[config.mk]
export PLATFORM = sky130hd
export DESIGN_NAME = go_back_n_link_endpoint
export DESIGN_NICKNAME = d
export VERILOG_FILES = /design/src/gbn_link_pkg.sv /design/src/gbn_link_dp.sv /design/src/gbn_link_ctrl.sv /design/src/go_back_n_link_endpoint.sv
export SDC_FILE = /design/constraint.sdc
export NUM_CORES = 1
export LEC_CHECK = 0
export BUFFER_PORTS_ARGS = -buffer_cell sky130_fd_sc_hd__buf_2
export CORE_AREA = 2 2 229 231
export CTS_CLUSTER_DIAMETER = 50
export DETAILED_ROUTE_END_ITERATION = 8
export DIE_AREA = 0 0 231 233
export PLACE_DENSITY = 0.66
export SLEW_MARGIN = 20
export SYNTH_ARGS = -nofsm -noshare
export SYNTH_HDL_FRONTEND = slang
export SYNTH_SLANG_ARGS = --single-unit
[constraint.sdc]
create_clock -name clk -period 8.45 [get_ports clk]
set_input_delay 2.1125 -clock clk [delete_from_list [all_inputs] [get_ports clk]]
set_output_delay 2.1125 -clock clk [all_outputs]
set_load 0.03 [all_outputs]
[src/gbn_link_pkg.sv]
// Shared types and constants for the go-back-N link endpoint.
// Depends on nothing; every other file in src uses it by scoped names.
`timescale 1ns / 1ps
`default_nettype none

package gbn_link_pkg;

    localparam int CMD_W   = 2;
    localparam int BYTE_W  = 8;
    localparam int TIMER_W = 32;

    // Item command codes.
    localparam logic [CMD_W-1:0] CMD_OFFER = 2'd0;
    localparam logic [CMD_W-1:0] CMD_FRAME = 2'd1;
    localparam logic [CMD_W-1:0] CMD_TICK  = 2'd2;
    localparam logic [CMD_W-1:0] CMD_NONE  = 2'd3;

    // Frame kinds.
    localparam logic KIND_DATA = 1'b0;
    localparam logic KIND_ACK  = 1'b1;

    localparam logic [TIMER_W-1:0] TIMEOUT_RESET = 32'd3000;

    // Commands from the controller to the datapath.
    typedef struct packed {
        logic load;
        logic rx_update;
        logic ack_free;
        logic tick_start;
        logic scan_step;
        logic go_back;
        logic rs_read;
        logic emit_offer;
        logic emit_resend;
        logic emit_ackframe;
        logic emit_plain;
    } gbn_cmd_t;

    // Status from the datapath to the controller.
    typedef struct packed {
        logic [CMD_W-1:0] item_cmd;
        logic             window_full;
        logic             count_zero;
        logic             ack_in_window;
        logic             expired;
        logic             rx_was_data;
        logic             out_free;
        logic             scan_done;
        logic             rs_last;
    } gbn_stat_t;

endpackage

`default_nettype wire

[src/gbn_link_dp.sv]
// Datapath of the go-back-N link endpoint: sequence state, send buffer,
// timer memory, timeout comparator and the output register. Uses gbn_link_pkg.
`timescale 1ns / 1ps
`default_nettype none

module gbn_link_dp #(
    parameter int SEQ_BITS = 3
) (
    input  logic                                  clk,
    input  logic                                  rst_n,
    input  gbn_link_pkg::gbn_cmd_t                ctl,
    output gbn_link_pkg::gbn_stat_t               stat,
    input  logic [gbn_link_pkg::CMD_W-1:0]        cmd,
    input  logic [gbn_link_pkg::BYTE_W-1:0]       pkt_data,
    input  logic                                  frame_kind,
    input  logic [SEQ_BITS-1:0]                   frame_seq,
    input  logic [SEQ_BITS-1:0]                   frame_ack,
    input  logic [gbn_link_pkg::BYTE_W-1:0]       frame_data,
    input  logic                                  cfg_valid,
    input  logic [gbn_link_pkg::TIMER_W-1:0]      cfg_data,
    input  logic                                  out_ready,
    output logic                                  out_valid,
    output logic                                  tx_valid,
    output logic                                  tx_kind,
    output logic [SEQ_BITS-1:0]                   tx_seq,
    output logic [SEQ_BITS-1:0]                   tx_ack,
    output logic [gbn_link_pkg::BYTE_W-1:0]       tx_data,
    output logic                                  deliver_valid,
    output logic [gbn_link_pkg::BYTE_W-1:0]       deliver_data,
    output logic                                  accepted,
    output logic                                  window_open,
    output logic                                  last
);

    localparam int SEQ_SPACE  = 1 << SEQ_BITS;
    localparam int WINDOW_MAX = SEQ_SPACE - 1;
    localparam int CNT_W      = SEQ_BITS + 1;
    localparam logic [SEQ_BITS-1:0] SEQ_ONE   = SEQ_BITS'(1);
    localparam logic [SEQ_BITS-1:0] COUNT_MAX = SEQ_BITS'(WINDOW_MAX);
    localparam logic [CNT_W-1:0]    SCAN_END  = CNT_W'(SEQ_SPACE);

    // Latched item.
    logic [gbn_link_pkg::CMD_W-1:0]   item_cmd_reg;
    logic [gbn_link_pkg::BYTE_W-1:0]  pkt_reg;
    logic                             fkind_reg;
    logic [SEQ_BITS-1:0]              fseq_reg;
    logic [SEQ_BITS-1:0]              fack_reg;
    logic [gbn_link_pkg::BYTE_W-1:0]  fdata_reg;

    // Link state.
    logic [gbn_link_pkg::TIMER_W-1:0] interval_reg;
    logic [SEQ_BITS-1:0]              nss_reg;
    logic [SEQ_BITS-1:0]              oldest_reg;
    logic [SEQ_BITS-1:0]              ers_reg;
    logic [SEQ_BITS-1:0]              count_reg;
    logic                             lrwd_reg;
    logic [SEQ_SPACE-1:0]             active_reg;
    logic [gbn_link_pkg::TIMER_W-1:0] tick_reg;

    logic [gbn_link_pkg::BYTE_W-1:0]  send_buf_mem [SEQ_SPACE];
    logic [gbn_link_pkg::TIMER_W-1:0] timer_mem [SEQ_SPACE];

    // Work registers.
    logic [gbn_link_pkg::BYTE_W-1:0]  buf_rd_reg;
    logic [gbn_link_pkg::TIMER_W-1:0] rd_start_reg;
    logic                             rd_act_reg;
    logic                             cmp_valid_reg;
    logic                             expired_reg;
    logic [CNT_W-1:0]                 scan_cnt_reg;
    logic [SEQ_BITS-1:0]              rs_cnt_reg;
    logic                             dv_reg;
    logic [gbn_link_pkg::BYTE_W-1:0]  dd_reg;

    // Output register.
    logic                             out_valid_reg;
    logic                             tx_valid_reg;
    logic                             tx_kind_reg;
    logic [SEQ_BITS-1:0]              tx_seq_reg;
    logic [SEQ_BITS-1:0]              tx_ack_reg;
    logic [gbn_link_pkg::BYTE_W-1:0]  tx_data_reg;
    logic                             dv_out_reg;
    logic [gbn_link_pkg::BYTE_W-1:0]  dd_out_reg;
    logic                             acc_reg;
    logic                             wo_reg;
    logic                             last_reg;

    logic                             tx_valid_next;
    logic                             tx_kind_next;
    logic [SEQ_BITS-1:0]              tx_seq_next;
    logic [SEQ_BITS-1:0]              tx_ack_next;
    logic [gbn_link_pkg::BYTE_W-1:0]  tx_data_next;
    logic                             dv_out_next;
    logic [gbn_link_pkg::BYTE_W-1:0]  dd_out_next;
    logic                             acc_next;
    logic                             wo_next;
    logic                             last_next;

    logic [SEQ_BITS-1:0]              ack_dist;
    logic [SEQ_BITS-1:0]              win_len;
    logic                             ack_in_window;
    logic [gbn_link_pkg::TIMER_W-1:0] timer_age;
    logic                             timer_hit;
    logic                             out_free;
    logic                             rs_last;
    logic                             rx_match;
    logic                             scan_rd;
    logic                             timer_we;
    logic                             emit_any;
    logic [SEQ_BITS-1:0]              scan_idx;
    logic [SEQ_BITS-1:0]              ack_field;

    // The ack number lies in the span of sent, unacked numbers exactly when
    // its distance from the oldest one is below the span length.
    assign ack_dist      = fack_reg - oldest_reg;
    assign win_len       = nss_reg - oldest_reg;
    assign ack_in_window = ack_dist < win_len;

    assign timer_age = tick_reg - rd_start_reg;
    assign timer_hit = rd_act_reg && (timer_age > interval_reg);

    assign out_free  = !out_valid_reg || out_ready;
    assign rs_last   = (CNT_W'(rs_cnt_reg) + CNT_W'(1)) == CNT_W'(count_reg);
    assign rx_match  = fseq_reg == ers_reg;
    assign scan_rd   = ctl.scan_step && (scan_cnt_reg < SCAN_END);
    assign scan_idx  = scan_cnt_reg[SEQ_BITS-1:0];
    assign timer_we  = ctl.emit_offer || ctl.emit_resend;
    assign emit_any  = ctl.emit_offer || ctl.emit_resend || ctl.emit_ackframe
                     || ctl.emit_plain;
    assign ack_field = ers_reg - SEQ_ONE;

    assign stat.item_cmd      = item_cmd_reg;
    assign stat.window_full   = count_reg == COUNT_MAX;
    assign stat.count_zero    = count_reg == '0;
    assign stat.ack_in_window = ack_in_window;
    assign stat.expired       = expired_reg;
    assign stat.rx_was_data   = lrwd_reg;
    assign stat.out_free      = out_free;
    assign stat.scan_done     = (scan_cnt_reg == SCAN_END) && !cmp_valid_reg;
    assign stat.rs_last       = rs_last;

    always_comb
    begin
        tx_valid_next = 1'b0;
        tx_kind_next  = gbn_link_pkg::KIND_DATA;
        tx_seq_next   = '0;
        tx_ack_next   = '0;
        tx_data_next  = '0;
        dv_out_next   = 1'b0;
        dd_out_next   = '0;
        acc_next      = 1'b0;
        wo_next       = count_reg != COUNT_MAX;
        last_next     = 1'b1;
        if (ctl.emit_offer)
        begin
            tx_valid_next = 1'b1;
            tx_seq_next   = nss_reg;
            tx_ack_next   = ack_field;
            tx_data_next  = pkt_reg;
            acc_next      = 1'b1;
            // The count goes up by one with this frame.
            wo_next       = count_reg != (COUNT_MAX - SEQ_ONE);
        end
        else if (ctl.emit_resend)
        begin
            tx_valid_next = 1'b1;
            tx_seq_next   = nss_reg;
            tx_ack_next   = ack_field;
            tx_data_next  = buf_rd_reg;
            last_next     = rs_last;
        end
        else if (ctl.emit_ackframe)
        begin
            tx_valid_next = 1'b1;
            tx_kind_next  = gbn_link_pkg::KIND_ACK;
            tx_seq_next   = nss_reg;
            tx_ack_next   = ack_field;
        end
        else
        begin
            dv_out_next = dv_reg;
            dd_out_next = dd_reg;
        end
    end

    always_ff @(posedge clk)
    begin
        if (ctl.load)
        begin
            item_cmd_reg <= cmd;
            pkt_reg      <= pkt_data;
            fkind_reg    <= frame_kind;
            fseq_reg     <= frame_seq;
            fack_reg     <= frame_ack;
            fdata_reg    <= frame_data;
            dv_reg       <= 1'b0;
            dd_reg       <= '0;
        end
        else if (ctl.rx_update && rx_match && (fdata_reg != '0))
        begin
            dv_reg <= 1'b1;
            dd_reg <= fdata_reg;
        end
    end

    always_ff @(posedge clk or negedge rst_n)
    begin
        if (!rst_n)
        begin
            interval_reg <= gbn_link_pkg::TIMEOUT_RESET;
        end
        else if (cfg_valid)
        begin
            interval_reg <= cfg_data;
        end
    end

    always_ff @(posedge clk or negedge rst_n)
    begin
        if (!rst_n)
        begin
            nss_reg    <= '0;
            oldest_reg <= '0;
            ers_reg    <= '0;
            count_reg  <= '0;
            lrwd_reg   <= 1'b0;
            active_reg <= '0;
            tick_reg   <= '0;
            rs_cnt_reg <= '0;
        end
        else
        begin
            if (ctl.emit_offer)
            begin
                count_reg           <= count_reg + SEQ_ONE;
                nss_reg             <= nss_reg + SEQ_ONE;
                lrwd_reg            <= 1'b0;
                active_reg[nss_reg] <= 1'b1;
            end
            else if (ctl.rx_update)
            begin
                if (rx_match)
                begin
                    ers_reg <= ers_reg + SEQ_ONE;
                    if (fkind_reg == gbn_link_pkg::KIND_DATA)
                    begin
                        lrwd_reg <= 1'b1;
                    end
                end
            end
            else if (ctl.ack_free)
            begin
                // Ack frames use numbers without being counted, so the count
                // stops at zero.
                if (count_reg != '0)
                begin
                    count_reg <= count_reg - SEQ_ONE;
                end
                active_reg[oldest_reg] <= 1'b0;
                oldest_reg             <= oldest_reg + SEQ_ONE;
            end
            else if (ctl.tick_start)
            begin
                tick_reg <= tick_reg + 1'b1;
            end
            else if (ctl.emit_resend)
            begin
                nss_reg             <= nss_reg + SEQ_ONE;
                rs_cnt_reg          <= rs_cnt_reg + SEQ_ONE;
                active_reg[nss_reg] <= 1'b1;
            end
            else if (ctl.emit_ackframe)
            begin
                nss_reg  <= nss_reg + SEQ_ONE;
                lrwd_reg <= 1'b0;
            end
            if (ctl.go_back)
            begin
                nss_reg    <= oldest_reg;
                rs_cnt_reg <= '0;
            end
        end
    end

    // Timer scan: one slot read per cycle, compared in the cycle after its read.
    always_ff @(posedge clk or negedge rst_n)
    begin
        if (!rst_n)
        begin
            scan_cnt_reg  <= '0;
            cmp_valid_reg <= 1'b0;
            expired_reg   <= 1'b0;
        end
        else if (ctl.tick_start)
        begin
            scan_cnt_reg  <= '0;
            cmp_valid_reg <= 1'b0;
            expired_reg   <= 1'b0;
        end
        else
        begin
            cmp_valid_reg <= scan_rd;
            if (scan_rd)
            begin
                scan_cnt_reg <= scan_cnt_reg + CNT_W'(1);
            end
            if (cmp_valid_reg && timer_hit)
            begin
                expired_reg <= 1'b1;
            end
        end
    end

    always_ff @(posedge clk)
    begin
        if (ctl.emit_offer)
        begin
            send_buf_mem[nss_reg] <= pkt_reg;
        end
        if (ctl.rs_read)
        begin
            buf_rd_reg <= send_buf_mem[nss_reg];
        end
    end

    always_ff @(posedge clk)
    begin
        if (timer_we)
        begin
            timer_mem[nss_reg] <= tick_reg;
        end
        if (scan_rd)
        begin
            rd_start_reg <= timer_mem[scan_idx];
            rd_act_reg   <= active_reg[scan_idx];
        end
    end

    always_ff @(posedge clk or negedge rst_n)
    begin
        if (!rst_n)
        begin
            out_valid_reg <= 1'b0;
        end
        else if (emit_any)
        begin
            out_valid_reg <= 1'b1;
        end
        else if (out_ready)
        begin
            out_valid_reg <= 1'b0;
        end
    end

    always_ff @(posedge clk)
    begin
        if (emit_any)
        begin
            tx_valid_reg <= tx_valid_next;
            tx_kind_reg  <= tx_kind_next;
            tx_seq_reg   <= tx_seq_next;
            tx_ack_reg   <= tx_ack_next;
            tx_data_reg  <= tx_data_next;
            dv_out_reg   <= dv_out_next;
            dd_out_reg   <= dd_out_next;
            acc_reg      <= acc_next;
            wo_reg       <= wo_next;
            last_reg     <= last_next;
        end
    end

    assign out_valid     = out_valid_reg;
    assign tx_valid      = tx_valid_reg;
    assign tx_kind       = tx_kind_reg;
    assign tx_seq        = tx_seq_reg;
    assign tx_ack        = tx_ack_reg;
    assign tx_data       = tx_data_reg;
    assign deliver_valid = dv_out_reg;
    assign deliver_data  = dd_out_reg;
    assign accepted      = acc_reg;
    assign window_open   = wo_reg;
    assign last          = last_reg;

    a_offer_needs_room: assert property (@(posedge clk) disable iff (!rst_n)
        ctl.emit_offer |-> count_reg != COUNT_MAX)
        else $error("offer sent with a full window");

    a_one_emit: assert property (@(posedge clk) disable iff (!rst_n)
        $onehot0({ctl.emit_offer, ctl.emit_resend, ctl.emit_ackframe, ctl.emit_plain}))
        else $error("more than one result loaded in a cycle");

    a_emit_when_free: assert property (@(posedge clk) disable iff (!rst_n)
        emit_any |-> out_free)
        else $error("result loaded over one not yet taken");

    a_ack_decrements: assert property (@(posedge clk) disable iff (!rst_n)
        (ctl.ack_free && count_reg != '0) |=> count_reg == ($past(count_reg) - SEQ_ONE))
        else $error("freed slot did not lower the outstanding count");

    a_resend_needs_frames: assert property (@(posedge clk) disable iff (!rst_n)
        ctl.emit_resend |-> count_reg != '0)
        else $error("resend with nothing outstanding");

endmodule

`default_nettype wire

[src/gbn_link_ctrl.sv]
// Controller of the go-back-N link endpoint: sequences each item through
// the datapath. Uses gbn_link_pkg for the command and status structs.
`timescale 1ns / 1ps
`default_nettype none

module gbn_link_ctrl (
    input  logic                    clk,
    input  logic                    rst_n,
    input  logic                    in_valid,
    output logic                    in_ready,
    input  gbn_link_pkg::gbn_stat_t stat,
    output gbn_link_pkg::gbn_cmd_t  ctl
);

    typedef enum logic [2:0] {
        S_IDLE,
        S_DISPATCH,
        S_ACK_LOOP,
        S_SCAN,
        S_DECIDE,
        S_RS_READ,
        S_RS_EMIT
    } state_t;

    state_t state_reg;
    state_t state_next;

    always_ff @(posedge clk or negedge rst_n)
    begin
        if (!rst_n)
        begin
            state_reg <= S_IDLE;
        end
        else
        begin
            state_reg <= state_next;
        end
    end

    assign in_ready = state_reg == S_IDLE;

    always_comb
    begin
        ctl        = '0;
        state_next = state_reg;
        case (state_reg)
            S_IDLE:
            begin
                if (in_valid)
                begin
                    ctl.load   = 1'b1;
                    state_next = S_DISPATCH;
                end
            end
            S_DISPATCH:
            begin
                case (stat.item_cmd)
                    gbn_link_pkg::CMD_OFFER:
                    begin
                        if (stat.out_free)
                        begin
                            ctl.emit_offer = !stat.window_full;
                            ctl.emit_plain = stat.window_full;
                            state_next     = S_IDLE;
                        end
                    end
                    gbn_link_pkg::CMD_FRAME:
                    begin
                        ctl.rx_update = 1'b1;
                        state_next    = S_ACK_LOOP;
                    end
                    gbn_link_pkg::CMD_TICK:
                    begin
                        ctl.tick_start = 1'b1;
                        state_next     = S_SCAN;
                    end
                    default:
                    begin
                        if (stat.out_free)
                        begin
                            ctl.emit_plain = 1'b1;
                            state_next     = S_IDLE;
                        end
                    end
                endcase
            end
            S_ACK_LOOP:
            begin
                // One acknowledged slot is released per cycle.
                if (stat.ack_in_window)
                begin
                    ctl.ack_free = 1'b1;
                end
                else if (stat.out_free)
                begin
                    ctl.emit_plain = 1'b1;
                    state_next     = S_IDLE;
                end
            end
            S_SCAN:
            begin
                if (stat.scan_done)
                begin
                    state_next = S_DECIDE;
                end
                else
                begin
                    ctl.scan_step = 1'b1;
                end
            end
            S_DECIDE:
            begin
                if (stat.expired)
                begin
                    ctl.go_back = 1'b1;
                    if (!stat.count_zero)
                    begin
                        state_next = S_RS_READ;
                    end
                    else if (stat.out_free)
                    begin
                        ctl.emit_plain = 1'b1;
                        state_next     = S_IDLE;
                    end
                end
                else if (stat.out_free)
                begin
                    ctl.emit_ackframe = stat.rx_was_data;
                    ctl.emit_plain    = !stat.rx_was_data;
                    state_next        = S_IDLE;
                end
            end
            S_RS_READ:
            begin
                ctl.rs_read = 1'b1;
                state_next  = S_RS_EMIT;
            end
            S_RS_EMIT:
            begin
                if (stat.out_free)
                begin
                    ctl.emit_resend = 1'b1;
                    state_next      = stat.rs_last ? S_IDLE : S_RS_READ;
                end
            end
            default:
            begin
                state_next = S_IDLE;
            end
        endcase
    end

endmodule

`default_nettype wire

[src/go_back_n_link_endpoint.sv]
// One endpoint of a go-back-N link with SEQ_BITS-bit sequence numbers and a
// window of 2**SEQ_BITS - 1 frames. Each item is an offered byte, an arrived
// frame, a time tick or an empty command, and gives one or more result items,
// the final one marked by last. An arrived frame first updates the receive
// state, then releases each send slot its ack covers. A tick runs the timer
// scan, which reads one timer slot per cycle from the timer memory; after a
// timeout each resent frame reads the send buffer before it is loaded into
// the output register. A new item is taken once the last result of the
// previous one sits in the output register. The timeout interval register
// resets to 3000 ticks; write it only while idle.
// Depends on gbn_link_pkg, gbn_link_ctrl and gbn_link_dp.
`timescale 1ns / 1ps
`default_nettype none

module go_back_n_link_endpoint #(
    parameter int SEQ_BITS = 3
) (
    input  logic                             clk,
    input  logic                             rst_n,
    input  logic                             in_valid,
    output logic                             in_ready,
    input  logic [gbn_link_pkg::CMD_W-1:0]   cmd,
    input  logic [gbn_link_pkg::BYTE_W-1:0]  pkt_data,
    input  logic                             frame_kind,
    input  logic [SEQ_BITS-1:0]              frame_seq,
    input  logic [SEQ_BITS-1:0]              frame_ack,
    input  logic [gbn_link_pkg::BYTE_W-1:0]  frame_data,
    input  logic                             cfg_valid,
    output logic                             cfg_ready,
    input  logic [gbn_link_pkg::TIMER_W-1:0] cfg_data,
    output logic                             out_valid,
    input  logic                             out_ready,
    output logic                             tx_valid,
    output logic                             tx_kind,
    output logic [SEQ_BITS-1:0]              tx_seq,
    output logic [SEQ_BITS-1:0]              tx_ack,
    output logic [gbn_link_pkg::BYTE_W-1:0]  tx_data,
    output logic                             deliver_valid,
    output logic [gbn_link_pkg::BYTE_W-1:0]  deliver_data,
    output logic                             accepted,
    output logic                             window_open,
    output logic                             last
);

    gbn_link_pkg::gbn_cmd_t  ctl;
    gbn_link_pkg::gbn_stat_t stat;

    // The timeout register takes a write in any cycle.
    assign cfg_ready = 1'b1;

    gbn_link_ctrl u_ctrl (
        .clk      (clk),
        .rst_n    (rst_n),
        .in_valid (in_valid),
        .in_ready (in_ready),
        .stat     (stat),
        .ctl      (ctl)
    );

    gbn_link_dp #(
        .SEQ_BITS (SEQ_BITS)
    ) u_dp (
        .clk           (clk),
        .rst_n         (rst_n),
        .ctl           (ctl),
        .stat          (stat),
        .cmd           (cmd),
        .pkt_data      (pkt_data),
        .frame_kind    (frame_kind),
        .frame_seq     (frame_seq),
        .frame_ack     (frame_ack),
        .frame_data    (frame_data),
        .cfg_valid     (cfg_valid),
        .cfg_data      (cfg_data),
        .out_ready     (out_ready),
        .out_valid     (out_valid),
        .tx_valid      (tx_valid),
        .tx_kind       (tx_kind),
        .tx_seq        (tx_seq),
        .tx_ack        (tx_ack),
        .tx_data       (tx_data),
        .deliver_valid (deliver_valid),
        .deliver_data  (deliver_data),
        .accepted      (accepted),
        .window_open   (window_open),
        .last          (last)
    );

endmodule

`default_nettype wire
== Yosys cells after proc, flatten, opt, wreduce, memory -nomap -nowiden ==
Memories as Yosys holds them, arrays and structs flattened. A register that Yosys moved wholly into a read port is not among the register bits.
Index checks and enable logic that the tools add are counted.
Storage, ports and cells
  bits in registers: 161
  memory bits (writable): 320
  output and inout port bits: 31
  word-level logic and storage cells: 232
  memories: 2
Memory list
  u_dp.timer_mem: words 8, width 32, rd ports 1, clocked after Yosys merged registers in 1, wr ports 1, RTL line gbn_link_dp.sv:61  | logic [gbn_link_pkg::TIMER_W-1:0] timer_mem [SEQ_SPACE];
  u_dp.send_buf_mem: words 8, width 8, rd ports 1, clocked after Yosys merged registers in 1, wr ports 1, RTL line gbn_link_dp.sv:60  | logic [gbn_link_pkg::BYTE_W-1:0] send_buf_mem [SEQ_SPACE];
Cells by class
  add/sub/neg operators: 13
  $lt $le $gt $ge: 8
  equal/unequal tests: 32
  mux-type cells: 94
  bitwise logic cells: 7
  reductions and logical operators: 43
Operators by type and width (number)
  $mux 3: 31
  $mux 8: 7
  $mux 1: 46
  $add 32x1->32 const B: 1
  $gt 32x32->1: 1
  $sub 32x32->32: 1
  $pmux 3 s7: 1
  $ne 2x2->1 const B: 8
  $add 3x1->3 const B: 5
  $ne 3x3->1 const B: 5
  $eq 3x3->1 const B: 4
  $lt 3x4->1 const B: 3
  $ne 3x1->1 const B: 4
  $reduce_and 3->1: 4
  $reduce_and 4->1: 3
  $reduce_bool 2->1: 6
  $reduce_bool 3->1: 3
  $and 8x8->8: 1
  $logic_and 1x1->1: 8
  $mux 4: 2
  $not 8->8: 1
  $or 8x8->8: 1
  $reduce_bool 8->1: 1
  $demux 1 s3: 2
  other kinds (31): 48

== Depth between registers and ports, before layout ==
  depth after elaboration: 12
  gate-level depth with buffers: 18

== By module ==
A second synthesis with hierarchy kept.
Unflattened totals
  cells, all modules: 1529
  area, all modules: 22730.6 µm²
Modules (own cells, without submodules)
  gbn_link_dp: times used 1, cells an instance 1466, area an instance 22273.9 µm², seq. area each 14998.1 µm²
  gbn_link_ctrl: times used 1, cells an instance 61, area an instance 445.4 µm², seq. area each 75.1 µm²
  go_back_n_link_endpoint: times used 1, cells an instance 2, area an instance 11.3 µm², seq. area each 0.0 µm²

== Worst setup path after synthesis ==
Ideal clock, no wire load.
  path kind: in2reg
  start: input port out_ready
  end: memory u_dp.timer_mem[4][0] (netlist name), enable pin
  arrival: 5.217 ns
  required time: 7.988 ns
  path slack: 2.770 ns
  cell stages on the path: 6
  buffers on the path: 0
  cells stage by stage: nand2b_1 -> nand3_1 -> nand2b_2 -> inv_2 -> o21ai_1 -> nor3_1
Between the ends
  cells in the longest elaborated chain, start to end: 7
  elaborated cells between the ends (all ways): 9
  those cells by class: mux (7); reduce/logical (2)
Ends and longest elaborated chain
  start, declared: RTL line go_back_n_link_endpoint.sv:32  | input logic out_ready,
  $logic_or 1x1->1 (*): RTL line gbn_link_dp.sv:121  | assign out_free = !out_valid_reg || out_ready;
  $mux 1: RTL line gbn_link_ctrl.sv:60  | if (stat.out_free)
  $mux 1: RTL line gbn_link_ctrl.sv:57  | case (stat.item_cmd)
  $mux 1: RTL line gbn_link_ctrl.sv:46  | case (state_reg)
  $logic_or 1x1->1 (*): RTL line gbn_link_dp.sv:126  | assign timer_we = ctl.emit_offer || ctl.emit_resend;
  $mux 1 (*): RTL line gbn_link_dp.sv:327  | if (timer_we)
  $mux 1 (not written as such) (*): RTL line gbn_link_dp.sv:329  | timer_mem[nss_reg] <= tick_reg;
  end, declared: RTL line gbn_link_dp.sv:61
Every way passes the cells marked *; elsewhere a longest branch is shown, timed or not.

== Worst setup path after layout ==
  start: register u_dp.tick_reg[0] (netlist name)
  end: register u_dp.expired_reg
Between the ends
  cells in the longest elaborated chain, start to end: 5
Ends and longest elaborated chain
  start, declared: RTL line gbn_link_dp.sv:58  | logic [gbn_link_pkg::TIMER_W-1:0] tick_reg;
  start signal, assigned: RTL line gbn_link_dp.sv:263  | tick_reg <= tick_reg + 1'b1;
  $sub 32x32->32: RTL line gbn_link_dp.sv:118  | assign timer_age = tick_reg - rd_start_reg;
  $gt 32x32->1: RTL line gbn_link_dp.sv:119  | assign timer_hit = rd_act_reg && (timer_age > interval_reg);
  $logic_and 1x1->1: RTL line gbn_link_dp.sv:119
  $logic_and 1x1->1: RTL line gbn_link_dp.sv:306  | if (cmp_valid_reg && timer_hit)
  $reduce_bool 2->1 (no line)
  end signal, assigned: RTL line gbn_link_dp.sv:291  | expired_reg <= 1'b0;
  end signal, assigned: RTL line gbn_link_dp.sv:297  | expired_reg <= 1'b0;
  end signal, assigned: RTL line gbn_link_dp.sv:308  | expired_reg <= 1'b1;
  end, declared: RTL line gbn_link_dp.sv:68  | logic expired_reg;
Every way passes these cells.
A chain may end at the register's enable or synchronous reset.

==> results <==
- The run finished with clean final reports.
- The x dimension of the die is 231 um.
- The H-tree was split into 2 levels.
- The worst setup path is launched from a register.
- In this run, post-CTS repair resized a total of 0 instances.
- Following the worst setup path forward leads to its endpoint at u_dp.expired_reg.
- The minimum clock period after layout is 4380 ps.
- For this run, global-route usage on met3 was measured as 0.0348.
- The number of vias in the routed layout is 12700.
- For this run, the post-layout net count is 1773.
- The cell at the root of the clock tree is clkbuf_16.
- In this run the mean area of a mapped cell was 15.0 um2.
- The fraction of final layout cells sized beyond drive strength 1 is 0.210.
- In this run the worst hold path is classified as register to register.
- In this run, CTS created clock tree buffers numbering 56.
- Row generation in the floorplan step produced 83 rows.
- The die covers 53800 um2.
- The worst flop-to-flop path startpoint is u_dp.tick_reg[0].
- The busiest layer in global routing is met2.
- The most flop-heavy register is u_dp.timer_mem.
- The number of hold buffers added after CTS was 0.
- The number of nets with antenna violations after routing is 0.
- The total inserted antenna cells is 0.
- The layout overhead on the synthesized area is 14.4%.
- The final wirelength is 46700 um.
- After detailed routing, the number of remaining DRC violations is 0.
- The number of nets in the synthesized netlist is 1662.
- Setup repair after global routing left no endpoint under its margin.
- Along the worst hold path, the cell count comes to 2.
- The largest fanout on the critical path is 12.
- In this run the register-to-register setup slack is 4070 ps.
- The worst hold slack is 464 ps.
- The number of max-slew violations in the final report was 0.
- Across every metal layer, demand over resource in global routing totals 0.176.
- The floorplan core area is 51100 um2.
- Summed over all failing endpoints, the final setup total negative slack is 0 ps.
- In the final layout, the registers with the most flip-flops are u_dp.timer_mem: 256 flops, u_dp.send_buf_mem: 64 flops.
- Headroom to the max-slew limit came out at 0.312.
- The share of flip-flops with an asynchronous set or reset is 0.188.
- The filler cell count is 4234.
- Dividing total power by cell area gives a power density of 295 nW/um2.
- The initial utilization of the core area, before any placement, comes to 0.446.
- In the final routed layout, each cell accounts on average for 19.8 um.
- The initial antenna violation count is 2.
- The number of detailed-route iterations in the first pass is 5.
- The worst setup path is captured at a register.
- Counting along the longest clock path gives a buffer depth of 3.
- The first global-routing pass estimated 73000 um of wire.
- The number of top-level pins is 93.
- The worst clock skew is 34.3 ps.
- The required time reported for the critical path endpoint is 8940 ps.
- For this run, the top clock speed supported by timing is 228 MHz.
- The clock sink total is 521.
- The number of register bits inferred by synthesis is 521.
- The register with the most flip-flops in the layout has 256 of them.
- Max-cap violations in this run came to 0.
- The clock-pin slew of the registers on the worst-case setup and hold paths is 60 ps.
- The Yosys step of the flow raised 0 warnings.
- The count of endpoints failing setup in the final report is 0.
- For this block, the initial DRC count from the detailed router was 1115.
- In the synthesized netlist the dominant register cell turns out to be edfxtp_1.
- Post-CTS timing repair inserted 0 buffers for setup.
- The share of the clock period used by the worst path after layout is 0.518.
- The end of the worst register-to-register path is u_dp.expired_reg.
- The largest net degree at the start of global routing is 71.
- At the later pin of the worst-skew pair, clock insertion delay measures 620 ps.
- In this run the worst setup path begins at u_dp.tick_reg[0].
- The static leakage is 10.3 nW.
- The number of flops mapped to enable cells by yosys is 414.
- The clock tree from TritonCTS is yes.
- Summing every instance area after synthesis gives 22800 um2.
- In the global route stage, met1 resource usage came out at 0.238.
- The count of input and output buffers is 91.
- In the global route stage, met2 resource usage came out at 0.291.
- The number of global-route vias before repair is 13100.
- By startpoint and endpoint, the worst setup path is classified as register to register.
- Data arrives at the worst endpoint at 4870 ps.
- The unique cell type count in the Yosys netlist is 73.
- Detailed placement finished with a half-perimeter wire length of 30300 um.
- The sum of overflow across all layers after global routing is 0.
- The share of the Yosys chip area taken by registers is 0.661.
- Using the TritonRoute via totals, the vias-per-cell ratio works out to 5.41.
- The die outline height is 233 um.
- The measured slew at the worst slew-check pin is 1030 ps.
- Synthesis handed over a netlist of 1517 instances.
- The final estimated routing congestion in global placement is 0.848.
- The hold violation count in the final report is 0.
- The peak supply drop is 0.368 mV.
- The worst-case reg-to-reg path depth is 17.
[cell usage in the layout, fill, tap and decap left out, types with 15 or more instances in the layout]
cell type	Yosys	layout
mux2_2	39	39
clkbuf_16	0	56
and2_1	15	15
clkbuf_1	43	20
and3_1	17	17
buf_2	12	90
dfrtp_1	91	89
nand4_1	18	18
o21ai_0	78	78
a31oi_1	15	15
nand3_1	21	21
edfxtp_1	414	414
a21oi_1	57	57
nor2_1	65	59
ha_1	79	79
xor2_1	20	20
buf_4	3	16
mux2i_1	16	16
a21o_1	33	33
mux4_2	78	78
inv_1	88	88
xnor2_1	61	61
nand2_1	108	107
[routing by layer]
metal,up-vias,wire (um)
met3,77,2760
met1,6390,21000
met2,338,22000
li1,5940,-
met5,-,0
met4,0,1010
[synth_stat cells (4+ instances only)]
cell,instances,area share
mux2i_1,16,0.0070
nand4_1,18,0.0049
nor3_1,16,0.0035
o211ai_1,4,0.0013
dfxtp_1,9,0.0079
a21o_1,33,0.011
nand2_1,108,0.018
clkbuf_1,43,0.0071
xor2_1,20,0.0077
nor2b_1,9,0.0025
a31oi_1,15,0.0041
edfxtp_1,414,0.55
and2_1,15,0.0041
xnor2_1,61,0.023
dfstp_2,7,0.0081
and3_1,17,0.0047
o21bai_1,4,0.0013
o21a_1,8,0.0026
nor4_1,6,0.0016
mux4_2,78,0.077
ha_1,79,0.043
dfrtp_1,91,0.10
a21oi_1,57,0.013
nand3_1,21,0.0046
inv_1,88,0.014
nand2b_1,11,0.0030
a22o_1,8,0.0031
o21ai_0,78,0.017
fa_1,4,0.0035
nor2_1,65,0.011
buf_2,12,0.0026
mux2_2,39,0.019
buf_1,4,0.00066
a211oi_1,4,0.0013
[layout make-up]
class                           count  area [um2]  area share
Clock buffer                       80        1530      0.0587
Clock inverter                     26         262      0.0100
Inverter                           90         338      0.0129
Tap cell                          680         851      0.0326
Sequential cell                   521       15100       0.578
Timing Repair Buffer              115         818      0.0314
Multi-Input combinational cell    844        7210       0.276
[where the power goes]
part	total, mW	switching [mW]	internal, mW	leakage, nW
registers	3.38	0.242	3.14	5.48
logic	1.96	1.18	0.776	3.93
clock network	2.35	1.01	1.34	0.866
[worst min-delay path by stage]
stage | start | end
after global routing | u_dp.dv_reg | u_dp.dv_reg
after CTS | u_dp.dv_reg | u_dp.dv_reg
after floorplan | u_dp.dv_reg | u_dp.dv_reg
final | u_dp.dv_reg | u_dp.dv_reg
after detailed placement | u_dp.dv_reg | u_dp.dv_reg
after global placement | u_dp.dv_reg | u_dp.dv_reg
[stage by stage]
stage | worst slack (ps) | power (mW) | cell area [um2] | util | instances
3_5_place_dp | 3020 | 5.39 | 24300 | 0.475 | 2249
3_3_place_gp | 3080 | 5.33 | 24000 | 0.471 | 2241
2_1_floorplan | 2770 | 4.79 | 22800 | - | 1517
4_1_cts | 3620 | 7.77 | 26100 | 0.510 | 2355
6_report | 4070 | 7.69 | 26100 | 0.511 | 2356
5_1_grt | 3700 | 8.08 | 26100 | 0.511 | 2356
[cell families (layout without fill, tap and decap cells)]
logic type,after synthesis,in the layout,share of synthesized area
other,1,1,0.000164
flip-flops,521,521,0.661
multiplexers,133,133,0.103
AO/OA/AOI/OAI,241,241,0.0666
adder cells (fa/ha/maj),83,83,0.0468
buffers and inverters,152,311,0.0262
AND/OR/NAND/NOR,305,305,0.0650
XOR/XNOR,81,81,0.0311
[worst max-delay path, stage by stage, from the launching register on]
cell and delay [ps]:
dfrtp_1 510, inv_1 150, ha_1 180, inv_1 60, fa_1 400, a21o_1 210, a221oi_2 510, a2111oi_2 180
o211ai_2 280, a21oi_1 190, a31oi_1 240, xnor2_1 100, ha_1 300, nand4_1 160, nor4_1 450, a21oi_1 120
o21ai_0 160, a21oi_1 60
No activity file was read; power rests on OpenSTA's default activity.
